[src/hdl/tct_ram.sv]
// Generic single-write, single-read RAM with registered read data.
`default_nettype none
module tct_ram #(
  parameter int WIDTH = 32,
  parameter int DEPTH = 32
) (
  input  wire logic                     clk,
  input  wire logic                     we,
  input  wire logic [$clog2(DEPTH)-1:0] waddr,
  input  wire logic [WIDTH-1:0]         wdata,
  input  wire logic [$clog2(DEPTH)-1:0] raddr,
  output logic      [WIDTH-1:0]         rdata
);

  logic [WIDTH-1:0] mem [DEPTH];

  always_ff @(posedge clk) begin
    if (we) begin
      mem[waddr] <= wdata;
    end
    rdata <= mem[raddr];
  end

endmodule
`default_nettype wire

[config.mk]
export PLATFORM = sky130hd
export DESIGN_NAME = tct_ram
export DESIGN_NICKNAME = d
export VERILOG_FILES = /design/src/hdl/tct_ram.sv
export SDC_FILE = /design/constraint.sdc
export NUM_CORES = 1
export LEC_CHECK = 0
export ABC_AREA = 1
export BUFFER_PORTS_ARGS = -buffer_cell sky130_fd_sc_hd__buf_2
export CAP_MARGIN = 10
export CORE_ASPECT_RATIO = 0.7
export CORE_MARGIN = 1
export CORE_UTILIZATION = 61
export CTS_BUF_LIST = sky130_fd_sc_hd__clkbuf_4
export CTS_CLUSTER_DIAMETER = 50
export CTS_CLUSTER_SIZE = 30
export DETAILED_ROUTE_END_ITERATION = 7
export PLACE_DENSITY_LB_ADDON = 0.15
export SYNTH_ARGS = -nofsm -noshare
export SYNTH_HDL_FRONTEND = slang
export SYNTH_SLANG_ARGS = --single-unit
[constraint.sdc]
create_clock -name clk -period 6.88 [get_ports clk]
set_clock_uncertainty 0.1 [all_clocks]
set_input_delay 0.688 -clock clk [delete_from_list [all_inputs] [get_ports clk]]
set_output_delay 0.688 -clock clk [all_outputs]
set_load 0.01 [all_outputs]
==> reports/qor.txt <==
grt total ovfl: 0
global-route wire length before repair: 161,200 um
fin crit share: 0.4638
Ys Warns: 0
Post-Route WL: 109,800 um
Hold Fails Final Rpt: 0
initial antenna violation count: 9
Synth area leaders: edfxtp_1 73%, nand2_1 13%, nand3_1 9.2%
Synth area leader: edfxtp_1
Hold/Removal Path Class: in -> reg
TritonRoute pass-1 iters: 5
R2R Path Start: mem[21][21]$_DFFE_PP_
Mapped Area: 42,410 um2
largest net degree at the start of global routing: 292
Seq/Total Area, Yosys: 0.7402
Die H: 222.6 um
Routed WL per cell: 24.44 um
drt via density: 6.063
Worst Tran Pin Value: 1.275 ns
share of layout cells above drive strength 1: 0.07557
Syn-to-layout area delta: 4.986%
Synth top area share: 0.7251
final setup TNS: 0 ns
clock sink total: 1,056
fillcell total: 5,134
ANT nets after route: 0
Placer Congestion: 0.7797
reg2reg setup slack: 5.36 ns
Core Rows: 80
RR Endpoint: rdata[21]$_DFF_P_
RSZ-0062 raised after global routing: no
crit path time final: 3.191 ns
Post-Synthesis Cells: 3,536
min setup slack post-route: 3.689 ns
post-place setup slack: 2.766 ns
syn_nets: 3,580
clock slew at reported path FFs: 0.25 ns
commonest non-fill, non-tap cell in the layout: nand2_1
Crit. Startpoint: raddr[0]
Critical Path RT: 7.77 ns
Clock Tree Root: clkbuf_4
clock buffer depth: 3
Final Max Slew Viols: 0
Num CTS Buffers: 60
Crit. End Element: flop
core area: 68,470 um2
commonest cells after routing, fill and taps aside: 1,440 x nand2_1, 1,024 x edfxtp_1, 780 x nand3_1
CTS tree: built
MaxCap Viol Count: 0
H-tree depth: 2
status: finished clean
Avg Inst Size Synth: 11.99 um2
vias in the first global route: 25,540
# setup viols final: 0
Peak Freq: 313.4 MHz
Pwr Density: 244.9 nW/um2
FF+latch area: 31,390 um2
Arr. time, crit path: 4.08 ns
peak supply drop: 0.2033 mV
Synth cell types: 14
Worst Hold Depth: 1
Port-buffer cells: 75
WS Path Type: in -> reg
Final #Nets: 3,578
Ports: 76
First DRT Iteration DRCs: 3,197
Leak: 16.11 nW
initial core utilization: 0.6194
Die Wd: 317.1 um
Worst Reg2Reg Path Length in Cells: 8
All-Layer GR Usage: 0.3131
clk_lat worst skew: 1.03 ns
die area: 70,590 um2
relative slew slack: 0.1503
worst setup path end: rdata[9]$_DFF_P_
post-DP HPWL: 54,130 um
Worst Path Max Fanout: 224
via count: 27,250
CP startpoint kind: input pin
Synth Register Bits: 1,056
drt drc: 0
area of the multi-input gates: 9669 um2
-- state kept, by name, indices dropped and copies added, names as in the netlist --
| name | cells |
|---|---|
| mem | 1024 |
| rdata | 32 |
-- cell usage after synthesis --
cell type  number
nand2_1      1440
nand3_1       780
buf_1          18
inv_8           1
nor2_1         32
dfxtp_1        32
clkbuf_1       24
inv_1           7
inv_2           2
buf_6          66
edfxtp_1     1024
buf_2          83
buf_4          24
buf_8           3
-- logic make-up (layout without fill, tap and decap cells) --
| logic type | after synthesis | count (layout) | synth area share |
|---|---|---|---|
| flip-flops | 1056 | 1056 | 0.7402 |
| buffers and inverters | 228 | 278 | 0.03741 |
| AND/OR/NAND/NOR | 2252 | 2252 | 0.2224 |
| other | 0 | 6 | 0 |
-- power by group --
part | internal (mW) | leakage, nW | switching (mW)
combinational | 0.208 | 6.01 | 0.588
sequential | 7.14 | 9.49 | 0.0364
clock | 0.710 | 0.605 | 2.21
-- metal layers --
layer / vias up / global-route usage / wire, um / part of all wire
li1: 12300 / - / - / -
met1: 13290 / 0.4693 / 45900 / 0.42
met2: 1442 / 0.4601 / 48220 / 0.44
met3: 204 / 0.07346 / 12410 / 0.11
met4: 8 / 0.09276 / 3237 / 0.029
met5: - / 0 / 54 / 0.00049
-- worst min path at each step --
stage                                     from                     to  slack, ns
after floorplan            mem[2][0]$_DFFE_PP_       rdata[0]$_DFF_P_       0.59
after global placement    mem[2][15]$_DFFE_PP_      rdata[15]$_DFF_P_       0.62
after detailed placement  mem[8][20]$_DFFE_PP_      rdata[20]$_DFF_P_       0.64
after CTS                            wdata[11]  mem[25][11]$_DFFE_PP_      0.009
after global routing                  raddr[3]       rdata[5]$_DFF_P_       0.03
final                                wdata[11]  mem[25][11]$_DFFE_PP_       0.07
-- critical path, stage by stage --
cell,delay (ns)
buf_8,0.56
buf_4,0.85
buf_12,0.65
nand2_1,0.17
nand3_1,0.16
nand3_1,0.11
nand2_1,0.13
nand2_1,0.09
nand2_1,0.11
nand2_1,0.07
nand2_1,0.11
-- area by class of cell --
type | instances | area share
Multi-Input combinational cell | 2252 | 0.2172
Inverter | 10 | 0.001461
Timing Repair Buffer | 154 | 0.02496
Clock buffer | 61 | 0.01029
Tap cell | 902 | 0.02535
Clock inverter | 53 | 0.01534
Sequential cell | 1056 | 0.7051
Antenna cell | 6 | 0.0003372
-- metrics by stage --
| step | std cells | area, um2 | utilization | hold WS [ns] | power [mW] |
|---|---|---|---|---|---|
| 6_report | 4494 | 44520 | 0.6503 | 0.07489 | 10.90 |
| 5_1_grt | 4492 | 44520 | 0.6502 | 0.02984 | 11.25 |
| 4_1_cts | 4488 | 44510 | 0.6500 | 0.008966 | 10.93 |
| 3_5_place_dp | 4343 | 43050 | 0.6288 | 0.6406 | 8.090 |
| 3_3_place_gp | 4343 | 43050 | 0.6288 | 0.6228 | 8.067 |
| 2_1_floorplan | 3536 | 42410 | - | 0.5884 | 7.811 |
-- timing repair --
item                      in CTS  in global routing
resized for setup              0                  0
hold buffers                  31                  0
setup buffers                  0                  0
hold endpoints to repair     875                  0
Power figures use the tool's default switching activity.
