===== src/hdl/tct_pkg.sv =====
// Shared types and constants for the track confirmation table.
`default_nettype none
package tct_pkg;

  localparam int KEY_W     = 32;
  localparam int TIME_W    = 32;
  localparam int HIT_W     = 4;
  localparam int MIN_W     = 16;
  localparam int EXP_W     = 20;
  localparam int EVICT_W   = 6;
  localparam int MOD_SLOTS = 4;

  localparam int S_TDATA_W = 88;
  localparam int M_TDATA_W = 48;

  localparam int CFG_INDEX_W = 3;
  localparam int CFG_DATA_W  = 20;

  localparam logic [CFG_INDEX_W-1:0] CFG_MIN_HITS0 = 3'd0;
  localparam logic [CFG_INDEX_W-1:0] CFG_MIN_HITS1 = 3'd1;
  localparam logic [CFG_INDEX_W-1:0] CFG_MIN_HITS2 = 3'd2;
  localparam logic [CFG_INDEX_W-1:0] CFG_MIN_HITS3 = 3'd3;
  localparam logic [CFG_INDEX_W-1:0] CFG_EXPIRY    = 3'd4;

  localparam logic ACT_OBSERVE = 1'b0;
  localparam logic ACT_SWEEP   = 1'b1;

  localparam logic [MIN_W-1:0] MIN_HITS0_RST = 16'd1;
  localparam logic [EXP_W-1:0] EXPIRY_RST    = 20'd5000;

  typedef struct packed {
    logic match;
    logic stale;
  } cmp_res_t;

endpackage
`default_nettype wire


===== src/hdl/tct_count_upd.sv =====
// Saturating per-modality counter update and minimum-hits check.
`default_nettype none
module tct_count_upd #(
  parameter int MODALITIES = 4,
  parameter int COUNT_BITS = 16
) (
  input  wire logic [MODALITIES*COUNT_BITS-1:0]             counts_old,
  input  wire logic [tct_pkg::MOD_SLOTS*tct_pkg::HIT_W-1:0] hits,
  input  wire logic [tct_pkg::MOD_SLOTS*tct_pkg::MIN_W-1:0] min_hits,
  output logic      [MODALITIES*COUNT_BITS-1:0]             counts_new,
  output logic                                              all_met
);

  logic [MODALITIES-1:0] met;

  for (genvar m = 0; m < MODALITIES; m++) begin : g_mod
    logic [COUNT_BITS:0]   sum;
    logic [COUNT_BITS-1:0] sat;

    assign sum = {1'b0, counts_old[m*COUNT_BITS +: COUNT_BITS]}
               + (COUNT_BITS+1)'(hits[m*tct_pkg::HIT_W +: tct_pkg::HIT_W]);
    assign sat = sum[COUNT_BITS] ? {COUNT_BITS{1'b1}} : sum[COUNT_BITS-1:0];
    assign counts_new[m*COUNT_BITS +: COUNT_BITS] = sat;
    assign met[m] = (32'(sat) >= 32'(min_hits[m*tct_pkg::MIN_W +: tct_pkg::MIN_W]));
  end

  assign all_met = &met;

endmodule
`default_nettype wire


===== config.mk =====
export PLATFORM = sky130hd
export DESIGN_NAME = tct_count_upd
export DESIGN_NICKNAME = d
export VERILOG_FILES = /design/src/hdl/tct_pkg.sv /design/src/hdl/tct_count_upd.sv
export SDC_FILE = /design/constraint.sdc
export NUM_CORES = 1
export LEC_CHECK = 0
export BUFFER_PORTS_ARGS = -buffer_cell sky130_fd_sc_hd__buf_2
export CORE_MARGIN = 4
export CORE_UTILIZATION = 49
export DETAILED_ROUTE_END_ITERATION = 8
export GPL_ROUTABILITY_DRIVEN = 0
export GPL_TIMING_DRIVEN = 0
export PLACE_DENSITY = 0.92
export REMOVE_ABC_BUFFERS = 1
export SKIP_LAST_GASP = 1
export SYNTH_ARGS = -nofsm -noshare
export SYNTH_HDL_FRONTEND = slang
export SYNTH_SLANG_ARGS = --single-unit

===== constraint.sdc =====
create_clock -name vclk -period 6.55
set_input_delay 0.655 -clock vclk [all_inputs]
set_output_delay 0.655 -clock vclk [all_outputs]
set_load 0.02 [all_outputs]

==> flow_metrics.tcl <==
set metrics [dict create \
    core_area_mm2 0.00642 \
    path_max_fanout 13 \
    final-setup-viol-count 0 \
    die_w_um 89.8 \
    most-common-layout-cells "209 x buf_2, 80 x ha_1, 73 x nand2_1" \
    total_leakage_power_uw 0.00265 \
    worstPathRequired_ns 5.89 \
    num_vias 3941 \
    outcome "completed" \
    yosysUniqueCellTypes 38 \
    comb_power_share 1.000 \
    num-nets-final 901 \
    grt_pass1_vias 4027 \
    synth_area_leaders "ha_1 31%, nand2_1 8.4%, xor2_1 7.5%, inv_1 7.2%, mux2_2 4.8%" \
    die_area_mm2 0.00806 \
    cap_violations 0 \
    drc 0 \
    slowest_delay_ns 0.45 \
    yosys.area.top_type "ha_1" \
    portBuffers 209 \
    syn_to_final_growth_pct 33.5 \
    dr.first_iter.drc_count 93 \
    wl_um 10400 \
    power.density_mw_per_mm2 82.3 \
    timing.final.max_slew_violations 0 \
    cts_hold_buf 0 \
    p_int_uw 152 \
    overflow 0 \
    start_util 0.510 \
    final_cells 749 \
    worst_pin_slew_ns 0.432 \
    post_cts_buffers 0 \
    grt_use_total 0.238 \
    regArea_um2 0 \
    p_sw_uw 208 \
    p_seq_frac 0 \
    place_inst 748 \
    final_layout_size_suffix_gt1_frac 0.355 \
    ios 209 \
    syn_inst 466 \
    synth.avg_cell_area_um2 7.03 \
    yosysSeqAreaShare 0 \
    cp-end-kind "output pin" \
    synth_top_cell_area_share 0.305 \
    drt_pass1_iterations 5 \
    setup_slack_ns 1.54 \
    period_share 0.765 \
    syn_area_mm2 0.00328 \
    ir_worst_vdd_uv 66.4 \
    final_common_cell "buf_2" \
    vias_per_cell 5.26 \
    critPathSlowestCell "or4_1" \
    fp.dieH_um 89.8 \
    clock.fmax_mhz 199 \
    finalCriticalPeriod_ns 5.01 \
    grt_pass1_wl_um 16900 \
    grt_max_degree 15 \
    startpoint_type "input pin" \
    cts_resized 0 \
    crit_arrival_ns 4.36 \
    hpwl_um 9590 \
    setup_tns_ns 0 \
    slew_headroom 0.711 \
    yosysWarnings 0 \
    nFlopsAndLatches 0 \
    rsz0062_at_grt "no" \
    place_ws_ns 1.54 \
    wl_per_cell_um 13.9 \
    clockPowerShare 0 \
    hold_viol_final 0 \
    placed_cell_area_mm2 0.00438 \
    clock_buffers 0 \
    rows 29 \
    hp-class "input pin to output pin" \
    path_class "input pin to output pin" \
    design_area_mm2 0.00438 \
    antenna_found_initial 1 \
    worstPathCellList "buf_2 -> ha_1 -> fa_1 -> a21o_1 -> a21oi_2 -> or2_4 -> or3_4 -> nand2_1 -> mux2_2 -> ha_1 -> and4_1 -> o31ai_1 -> or4_1 -> a21oi_1 -> o22ai_1 -> a211oi_1 -> buf_2" \
    antenna_left 0 \
    p_sw_frac 0.577 \
]
==> logic make-up after synthesis <==
logic type               after synthesis  synth area share
multiplexers                          14            0.0481
buffers and inverters                 69            0.0882
XOR/XNOR                              34            0.0908
adder cells (fa/ha/maj)               84             0.330
AO/OA/AOI/OAI                         85             0.160
AND/OR/NAND/NOR                      180             0.283
==> critical path: cells and delay by family <==
family / cells / cell delay, ns
and+or+nand+nor: 5 / 1.11
AOI/OAI and AO/OA: 6 / 1.07
adders and majority gates: 3 / 0.90
buffers and inverters: 2 / 0.32
muxes: 1 / 0.28
==> synth_stat cells, types with 3 or more instances <==
master and n:
nand2b_1 12, a21o_1 18, nand3_1 16, o21bai_1 4, inv_1 63, fa_1 4, xor2_1 28, mux2_2 14
a31oi_1 4, nor3_1 3, a21oi_1 29, nand4_1 17, xnor2_1 6, nor2_1 27, ha_1 80, nor2b_1 11
buf_6 4, a211oi_1 6, and3_1 6, o21ai_0 16, nand2_1 73
==> metal layers <==
layer / share of wire / up-vias / wire, um / global-route usage
li1: - / 2031 / - / -
met1: 0.39 / 1734 / 4000 / 0.259
met2: 0.53 / 146 / 5490 / 0.479
met3: 0.052 / 30 / 543 / 0.0234
met4: 0.034 / 0 / 348 / 0.0677
met5: 0 / - / 0 / 0
==> per-stage QoR <==
stage          total power [uW]   util  hold WS [ns]
3_3_place_gp                341  0.681          1.70
2_1_floorplan               223      -          1.50
4_1_cts                     361  0.681          1.71
3_5_place_dp                359  0.681          1.71
5_1_grt                     404  0.682          1.74
6_report                    360  0.682          1.71
==> worst paths after layout <==
kind / startpoint / end / slack (ns) / cells after the start
worst min-delay path: counts_old[26] / counts_new[26] / 1.71 / 4
worst max-delay path: counts_old[0] / all_met / 1.54 / 17
==> layout make-up <==
| type | count | area (um2) |
|---|---|---|
| multi-input combinational | 397 | 2990 |
| fill | 520 | 2040 |
| inverter | 65 | 244 |
| tap | 77 | 96.3 |
| timing repair buffer | 209 | 1050 |
| antenna | 1 | 2.50 |
==> power groups by stage <==
stage                     logic, uW  clock network, uW  registers, uW
final                           360          0.0000204              0
after global routing            404          0.0000204              0
after CTS                       361                  0              0
after detailed placement        359                  0              0
after global placement          341                  0              0
after floorplan                 223                  0              0
No activity file was read; power rests on OpenSTA's default activity.
