==> config.mk <==
export PLATFORM = sky130hd
export DESIGN_NAME = tct_cmp_unit
export DESIGN_NICKNAME = d
export VERILOG_FILES = /design/src/hdl/tct_pkg.sv /design/src/hdl/tct_cmp_unit.sv
export SDC_FILE = /design/constraint.sdc
export NUM_CORES = 1
export LEC_CHECK = 0
export ABC_AREA = 1
export BUFFER_PORTS_ARGS = -buffer_cell sky130_fd_sc_hd__buf_4
export CAP_MARGIN = 20
export CORE_ASPECT_RATIO = 0.6
export CORE_MARGIN = 1
export CORE_UTILIZATION = 46
export DETAILED_ROUTE_END_ITERATION = 7
export PLACE_DENSITY = 0.88
export SKIP_LAST_GASP = 1
export SLEW_MARGIN = 25
export SYNTH_ARGS = -nofsm -noshare
export SYNTH_HDL_FRONTEND = slang
export SYNTH_SLANG_ARGS = --single-unit
==> constraint.sdc <==
create_clock -name vclk -period 3.35
set_clock_uncertainty 0.05 [all_clocks]
set_input_delay 0.335 -clock vclk [all_inputs]
set_output_delay 0.335 -clock vclk [all_outputs]
set_load 0.05 [all_outputs]
==> src/hdl/tct_pkg.sv <==
// Shared types and constants for the track confirmation table.
`default_nettype none
package tct_pkg;

  localparam int KEY_W     = 32;
  localparam int TIME_W    = 32;
  localparam int HIT_W     = 4;
  localparam int MIN_W     = 16;
  localparam int EXP_W     = 20;
  localparam int EVICT_W   = 6;
  localparam int MOD_SLOTS = 4;

  localparam int S_TDATA_W = 88;
  localparam int M_TDATA_W = 48;

  localparam int CFG_INDEX_W = 3;
  localparam int CFG_DATA_W  = 20;

  localparam logic [CFG_INDEX_W-1:0] CFG_MIN_HITS0 = 3'd0;
  localparam logic [CFG_INDEX_W-1:0] CFG_MIN_HITS1 = 3'd1;
  localparam logic [CFG_INDEX_W-1:0] CFG_MIN_HITS2 = 3'd2;
  localparam logic [CFG_INDEX_W-1:0] CFG_MIN_HITS3 = 3'd3;
  localparam logic [CFG_INDEX_W-1:0] CFG_EXPIRY    = 3'd4;

  localparam logic ACT_OBSERVE = 1'b0;
  localparam logic ACT_SWEEP   = 1'b1;

  localparam logic [MIN_W-1:0] MIN_HITS0_RST = 16'd1;
  localparam logic [EXP_W-1:0] EXPIRY_RST    = 20'd5000;

  typedef struct packed {
    logic match;
    logic stale;
  } cmp_res_t;

endpackage
`default_nettype wire

==> src/hdl/tct_cmp_unit.sv <==
// Shared compare unit: key match and staleness test for one table entry.
`default_nettype none
module tct_cmp_unit (
  input  wire logic [tct_pkg::KEY_W-1:0]  key,
  input  wire logic [tct_pkg::KEY_W-1:0]  entry_key,
  input  wire logic [tct_pkg::TIME_W-1:0] now,
  input  wire logic [tct_pkg::TIME_W-1:0] seen,
  input  wire logic [tct_pkg::EXP_W-1:0]  expiry,
  output tct_pkg::cmp_res_t               res
);

  logic [tct_pkg::TIME_W-1:0] age;

  assign age = now - seen;

  // Evict when seen lies in the future or the age runs past the timeout.
  always_comb begin
    res.match = (key == entry_key);
    res.stale = (now < seen) || (age > tct_pkg::TIME_W'(expiry));
  end

endmodule
`default_nettype wire

==> summary.md, run 1 <==
| Metric | Value |
|---|---|
| Drt first-iter violations | 513 |
| Vias | 4868 |
| Power Total | 1040 uW |
| Die ar. | 7720 um2 |
| Critical path endpoint category | output port |
| First-pass GRT wire length | 20200 um |
| Largest net degree at the start of global routing | 6 |
| Int Pwr | 479 uW |
| Violated checks | setup timing |
| RSZ-0062 raised after global routing | yes |
| Grt ovf | 0 |
| Sequential cells | 0 |
| Clock Power Share | 0% |
| Initial Util | 49.1% |
| Post-synthesis cell count | 651 |
| Clkbuf count | 0 |
| Post-DRT Antenna Nets | 0 |
| Core area | 6910 um2 |
| Dpl hpwl | 11800 um |
| CP Class | in -> out |
| Register area share after synthesis | 0% |
| Total net switching power | 563 uW |
| Area Overhead vs Synth | 60.5% |
| Drt drc | 0 |
| Maxcap violations | 0 |
| Final worst path period share | 105% |
| Slew Limit Headroom | 64.8% |
| Drt pass-1 iters | 5 |
| Cell taking the most area after synthesis | nand2_1 |
| Die span in y | 68.5 um |
| Setup ws final | -0.184 ns |
| Port-buffer cells | 150 |
| Post-DR vias/cell | 5.16 |
| Seq pwr share | 0% |
| Antenna Cells | 0 |
| Highest-count cells in the layout ignoring fill and taps | buf_4, nand2_1, inv_1, nor2_1, ha_1 |
| Die Wd | 113 um |
| Boundary pin count | 150 |
| Peak VDD IR | 0.110 mV |
| Status | complete, but fails checks |
| Reg area | 0 um2 |
| Top-area cell type share of the netlist area | 24.9% |
| Post-route minimum period | 3.53 ns |
| Avg WL per Cell | 15.2 um |
| YS warnings | 0 |
| Setup violations, final | 1 |
| Cell Area, Synth | 3390 um2 |
| Data arrival, critical path | 3.15 ns |
| Tot GR Track Use | 34.4% |
| WP data required | 2.96 ns |
| Syn avg cell area | 5.20 um2 |
| Final nets | 1060 |
| Worst Hold Margin | 1.07 ns |
| Final Max Slew Viols | 0 |
| Syn Nets | 852 |
| Sw Ratio | 54.0% |
| FP Rows | 23 |
| Vias in the first global route | 4310 |
| Final hold viol count | 0 |
| Fmax | 283 MHz |
| Gpl congestion | 1.01 |
| Placement Cell Area | 4970 um2 |
| CP Launch Type | primary input |
| Fin area | 5440 um2 |
| Comb power frac | 100.0% |
| HP Class | in -> out |
| Final Routed Wirelength | 14400 um |
| Initial antenna violation count | 0 |
| Commonest non-fill, non-tap cell in the layout | buf_4 |
| Synth cell types | 28 |
| Layout cells sized above 1 | 34.8% |
| Worst-margin pin slew | 0.527 ns |
| Leak | 0.00327 uW |
| CTS Hold Bufs | 0 |
| Crit path max fanout | 3 |
| Power Dens Cells | 192 nW/um2 |
| Area contributors post-synth | nand2_1, ha_1, inv_1, xor2_1, nor2_1 |
## kinds of logic (layout without fill, tap and decap cells)
kind of cell,Yosys count,count (layout),share of synthesized area [%]
XOR/XNOR,44,44,11.4
buffers and inverters,159,365,17.6
adder cells (fa/ha/maj),53,53,19.8
AO/OA/AOI/OAI,49,49,8.05
AND/OR/NAND/NOR,346,346,43.2
## layout make-up
| type | count | area [um2] |
|---|---|---|
| well taps | 87 | 109 |
| inverters | 159 | 599 |
| multi-input cells | 492 | 3160 |
| fillers | 526 | 1470 |
| repair buffers | 206 | 1570 |
## power by group through the flow
| stage | Clock [uW] | Sequential (uW) | Combinational, uW |
|---|---|---|---|
| global route | 0 | 0 | 1120 |
| finish | 0 | 0 | 1040 |
| detailed placement | 0 | 0 | 867 |
| floorplan | 0 | 0 | 489 |
| CTS | 0 | 0 | 940 |
| global placement | 0 | 0 | 839 |
## what timing repair did
item / CTS / global route
gates resized for setup: 54 / 39
setup endpoints to repair: 1 / 1
setup buffers: 5 / 5
pin swaps: 30 / 26
## per-stage QoR
stage | TNS, ns | setup WS [ns] | util [%] | std cells
6_report | -0.184 | -0.184 | 78.7 | 944
5_1_grt | -0.296 | -0.296 | 78.7 | 944
4_1_cts | -0.0183 | -0.0183 | 75.3 | 939
3_5_place_dp | -0.316 | -0.316 | 71.9 | 934
3_3_place_gp | -0.246 | -0.246 | 71.9 | 934
2_1_floorplan | 0 | 0.0421 | - | 651
## metal layers
metal | vias up | wire, um | global-route usage [%]
met5 | - | 0 | 0
li1 | 2385 | - | -
met1 | 2171 | 6250 | 47.9
met4 | 0 | 170 | 3.00
met3 | 26 | 1970 | 10.8
met2 | 286 | 5970 | 53.3
## final timing paths
check	start	endpoint	cells after the start
hold / removal	key[13]	res[1]	5
setup / recovery	seen[9]	res[0]	24
## worst max-delay path: stages
cell	delay (ns)
buf_4	0.08
inv_1	0.07
ha_4	0.30
buf_4	0.13
nand2_1	0.09
inv_1	0.11
nand2_2	0.08
nor3_2	0.21
nand2_2	0.08
nand2_2	0.09
xor2_1	0.16
ha_1	0.26
nand2_2	0.10
buf_6	0.11
nor2_1	0.03
a21oi_1	0.14
nand2_1	0.06
nand2_1	0.05
nand2_1	0.05
nand2_1	0.08
nand3_2	0.10
nor2_4	0.16
nand3_2	0.09
buf_8	0.16
## synthesized netlist by cell type (all sizes together)
master / count
nand2: 236
inv: 159
ha: 52
nor2: 52
a21oi: 33
xor2: 27
nand3: 26
xnor2: 17
nand4: 8
nor3: 8
nor4: 5
o21bai: 5
o21ai: 4
and2: 3
nand3b: 3
o21a: 3
a31oi: 2
nor3b: 2
or2: 2
and3: 1
fa: 1
o2111ai: 1
o22ai: 1
(Power assumes the default switching activity.)
==> run 2, diff against run 1 <==
--- a/config.mk
+++ b/config.mk
@@ -13,6 +13,7 @@
 export CORE_UTILIZATION = 46
 export DETAILED_ROUTE_END_ITERATION = 7
 export PLACE_DENSITY = 0.88
+export RECOVER_POWER = 25
 export SKIP_LAST_GASP = 1
 export SLEW_MARGIN = 25
 export SYNTH_ARGS = -nofsm -noshare
==> run 2 against run 1 <==
  * The flow still finishes with violations (setup timing)
  * Total power about the same
  * Maximum frequency decreased by 0.16%
  * Global-route usage unchanged
  * Non-clock buffer count unchanged
  * Sequential share of layout area unchanged
  * Flip-flop and latch count unchanged
  * Clock-buffer cell count unchanged
  * Final area about the same
  * Largest cell class unchanged
  * Highest routed layer unchanged
==> summary.md, run 2 (synthesis gave the netlist of run 1 again) <==
| Metric | Value |
|---|---|
| Final Max Slew Viols | 0 |
| CTS Hold Bufs | 0 |
| Sw Ratio | 54.0% |
| Peak VDD IR | 0.110 mV |
| Drt pass-1 iters | 6 |
| Core area | 6910 um2 |
| Initial Util | 49.1% |
| Sequential cells | 0 |
| WP data required | 2.96 ns |
| First-pass GRT wire length | 20200 um |
| Area Overhead vs Synth | 60.3% |
| Comb power frac | 100.0% |
| RSZ-0062 raised after global routing | yes |
| Antenna Cells | 0 |
| CP Class | in -> out |
| Layout cells sized above 1 | 34.7% |
| Clkbuf count | 0 |
| Drt drc | 0 |
| Commonest non-fill, non-tap cell in the layout | buf_4 |
| GRT met1 Usage | 47.9% |
| Dpl hpwl | 11800 um |
| Power Dens Cells | 192 nW/um2 |
| Int Pwr | 480 uW |
| Avg WL per Cell | 15.2 um |
| Die span in y | 68.5 um |
| FP Rows | 23 |
| Die ar. | 7720 um2 |
| Boundary pin count | 150 |
| Highest-count cells in the layout ignoring fill and taps | buf_4, nand2_1, inv_1, nor2_1, ha_1 |
| Violated checks | setup timing |
| Most used routing layer | met2 |
| Pre-CTS setup slack | -0.316 ns |
| Setup ws final | -0.189 ns |
| Clock Power Share | 0% |
| Maxcap violations | 0 |
| Slew Limit Headroom | 59.6% |
| Final hold viol count | 0 |
| Total net switching power | 564 uW |
| Drt first-iter violations | 559 |
| Final Routed Wirelength | 14400 um |
| Crit path max fanout | 3 |
| Seq pwr share | 0% |
| Post-DR vias/cell | 5.17 |
| Setup violations, final | 1 |
| Critical path endpoint category | output port |
| Gpl congestion | 1.01 |
| CP Launch Type | primary input |
| Final nets | 1060 |
| GR Layer Usage met3 | 10.8% |
| Reg area | 0 um2 |
| Data arrival, critical path | 3.15 ns |
| Post-route minimum period | 3.54 ns |
| Die Wd | 113 um |
| Vias | 4877 |
| Worst-margin pin slew | 0.608 ns |
| Final worst path period share | 106% |
| Tot GR Track Use | 34.4% |
| Grt ovf | 0 |
| Worst Hold Margin | 1.17 ns |
| Fmax | 283 MHz |
| HP Class | in -> out |
| GR met2 Demand/Resource | 53.3% |
| Initial antenna violation count | 0 |
| Leak | 0.00327 uW |
| Status | complete, but fails checks |
| Vias in the first global route | 4310 |
| Port-buffer cells | 150 |
| Post-DRT Antenna Nets | 0 |
| Largest net degree at the start of global routing | 6 |
run 2: power groups by stage:
stage | Clock (uW) | Combinational, uW | Sequential [uW]
CTS | 0 | 940 | 0
floorplan | 0 | 489 | 0
detailed placement | 0 | 867 | 0
finish | 0 | 1040 | 0
global route | 0 | 1120 | 0
global placement | 0 | 839 | 0
run 2: worst max-delay path, stage by stage:
cell and delay, ns:
buf_4 0.08, inv_1 0.07, ha_4 0.30, buf_4 0.13
nand2_1 0.09, inv_1 0.11, nand2_2 0.08, nor3_2 0.21
nand2_2 0.08, nand2_2 0.09, xor2_1 0.16, ha_1 0.26
nand2_2 0.10, buf_6 0.11, nor2_1 0.03, a21oi_1 0.15
nand2_1 0.06, nand2_1 0.05, nand2_1 0.05, nand2_1 0.09
nand3_2 0.10, nor2_4 0.16, nand3_2 0.09, buf_8 0.16
run 2: worst paths after layout:
check                 endpoint  cells after the start     from
worst max-delay path    res[0]                     24  seen[9]
worst min-delay path    res[1]                      5  key[13]
run 2: per-stage QoR:
stage / total power [uW] / cells / instance area (um2) / utilization, % / setup TNS, ns
2_1_floorplan: 489 / 651 / 3390 / - / 0
3_5_place_dp: 867 / 934 / 4970 / 71.9 / -0.316
3_3_place_gp: 839 / 934 / 4970 / 71.9 / -0.246
6_report: 1040 / 944 / 5430 / 78.7 / -0.189
5_1_grt: 1120 / 944 / 5430 / 78.7 / -0.296
4_1_cts: 940 / 939 / 5200 / 75.3 / -0.0183
run 2: metal layers:
| metal | vias up | wire length (um) |
|---|---|---|
| met2 | 306 | 5940 |
| met5 | - | 0 |
| met1 | 2152 | 6100 |
| li1 | 2387 | - |
| met4 | 0 | 203 |
| met3 | 32 | 2120 |
run 2: final cells by class:
cell class | instances | area [um2]
multi-input combinational | 492 | 3160
timing repair buffer | 206 | 1560
fill | 528 | 1470
inverter | 159 | 599
tap | 87 | 109
run 2: timing repair:
item,CTS,global route
pin swaps,30,26
endpoints found under the setup margin,1,1
resized for setup,54,39
setup buffers,5,5
==> run 3, diff against run 2 <==
--- a/config.mk
+++ b/config.mk
@@ -6,13 +6,12 @@
 export NUM_CORES = 1
 export LEC_CHECK = 0
 export ABC_AREA = 1
-export BUFFER_PORTS_ARGS = -buffer_cell sky130_fd_sc_hd__buf_4
-export CAP_MARGIN = 20
 export CORE_ASPECT_RATIO = 0.6
 export CORE_MARGIN = 1
 export CORE_UTILIZATION = 46
 export DETAILED_ROUTE_END_ITERATION = 7
-export PLACE_DENSITY = 0.88
+export DONT_BUFFER_PORTS = 1
+export PLACE_DENSITY = 0.71
 export RECOVER_POWER = 25
 export SKIP_LAST_GASP = 1
 export SLEW_MARGIN = 25
==> run 3 against run 2 <==
  * The run now ends clean
  * Largest power group unchanged
  * Via count shrank 16%
  * Combinational power shrank 20%
  * Critical path type unchanged
  * Maximum frequency grew 6.0%
  * Critical path depth shrank 2
  * Sequential share of layout area is the same
  * Total power shrank 20%
  * Highest routed layer unchanged
  * Global-route usage shrank 7.1 points
==> summary.md, run 3 (synthesis gave the netlist of run 1 again) <==
| Metric | Value |
|---|---|
| Largest net degree at the start of global routing | 6 |
| Maxcap violations | 0 |
| Int Pwr | 351 uW |
| Sequential cells | 0 |
| Avg WL per Cell | 14.8 um |
| Die Wd | 113 um |
| Post-DR vias/cell | 5.33 |
| Final hold viol count | 0 |
| WP data required | 2.96 ns |
| Final Routed Wirelength | 11400 um |
| Dpl hpwl | 9690 um |
| Reg area | 0 um2 |
| Tot GR Track Use | 27.2% |
| Seq pwr share | 0% |
| Comb power frac | 100.0% |
| Final nets | 884 |
| Core area | 6910 um2 |
| HP Class | in -> out |
| Antenna Cells | 0 |
| Port-buffer cells | 0 |
| Vias | 4093 |
| Clock Power Share | 0% |
| Leak | 0.00242 uW |
| CP max stage delay | 0.37 ns |
| Grt ovf | 0 |
| Drt first-iter violations | 357 |
| Slew Limit Headroom | 60.8% |
| Critical path endpoint category | output port |
| Status | completed |
| Final Max Slew Viols | 0 |
| Worst-margin pin slew | 0.590 ns |
| Pre-CTS setup slack | -0.147 ns |
| Crit-path cells | inv_1, ha_2, nand2_2, nor2_2, nand2_1, inv_1, nand2_2, nand2_2, xor2_1, ha_1, nand2_2, buf_6, nor4_4, nand2_1, nand2_1, nand2_1, nand2_1, nand2_1, nand3_1, nor2_1, nand3_1, buf_12 |
| Commonest non-fill, non-tap cell in the layout | nand2_1 |
| FP Rows | 23 |
| CP Launch Type | primary input |
| First-pass GRT wire length | 16400 um |
| Drt pass-1 iters | 5 |
| Final worst path period share | 99.7% |
| CTS Hold Bufs | 0 |
| Layout cells sized above 1 | 16.9% |
| Drt drc | 0 |
| Placement Cell Area | 3690 um2 |
| Die ar. | 7720 um2 |
| Die span in y | 68.5 um |
| Total net switching power | 481 uW |
| Power Total | 832 uW |
| Setup violations, final | 0 |
| Data arrival, critical path | 2.96 ns |
| Placed cells | 761 |
| Highest-count cells in the layout ignoring fill and taps | nand2_1, inv_1, nor2_1, ha_1, nand2_2 |
| Finished Layout Cells | 768 |
| Boundary pin count | 150 |
| Gpl congestion | 1.01 |
| Initial Util | 49.1% |
| Initial antenna violation count | 0 |
| CP Class | in -> out |
| Peak VDD IR | 0.106 mV |
| Clkbuf count | 0 |
| Setup tns final | 0 ns |
| Post-DRT Antenna Nets | 0 |
| Post-route minimum period | 3.34 ns |
| Slowest stage cell, crit path | ha_2 |
| Crit path max fanout | 4 |
| Fmax | 299 MHz |
| Area Overhead vs Synth | 22.3% |
| Power Dens Cells | 201 nW/um2 |
| Vias in the first global route | 3509 |
| Sw Ratio | 57.9% |
| RSZ-0062 raised after global routing | yes |
| Setup ws final | 0.00995 ns |
| Fin area | 4140 um2 |
| Most Frequent Cell on Critical Path | nand2_1 |
==> run 3: stage by stage <==
step           hold WS, ns  util, %
4_1_cts              0.988     54.8
2_1_floorplan        0.917        -
6_report              1.09     60.0
3_3_place_gp         0.977     53.4
3_5_place_dp         0.988     53.4
5_1_grt               1.12     60.0
==> run 3: power by group through the flow <==
stage	Clock [uW]	Sequential [uW]	Combinational, uW
after detailed placement	0	0	676
after global placement	0	0	658
after global routing	0	0	906
after floorplan	0	0	489
after CTS	0	0	706
final	0	0	832
==> run 3: worst paths after layout <==
path,startpoint,end,slack [ns],depth (start not counted)
setup / recovery,seen[11],res[0],0.01,22
hold / removal,key[28],res[1],1.09,4
==> run 3: what timing repair did <==
item / 4_1_cts / 5_1_grt
hold endpoints to repair: 0 / 0
pin swaps: 26 / 28
setup endpoints to repair: 1 / 1
setup buffers: 2 / 5
gates resized for setup: 22 / 67
==> run 3: worst max-delay path: cells and delay by family <==
family | cells | cell delay, ns
and+or+nand+nor | 15 | 1.46
adders and majority gates | 2 | 0.71
buffers and inverters | 4 | 0.37
xor gates and xnor gates | 1 | 0.07
==> run 3: metal layers <==
metal	up-vias	part of all wire [%]	wire (um)	global-route usage (%)
met5	-	0	0	0
met2	249	42	4830	45.3
li1	2032	-	-	-
met3	8	12	1400	4.87
met4	0	0.47	53	0.667
met1	1804	45	5110	38.7
==> run 3: layout make-up <==
type,count,area (um2)
inverter,159,626
fill,675,2760
multi-input combinational,492,3170
timing repair buffer,30,241
tap,87,109
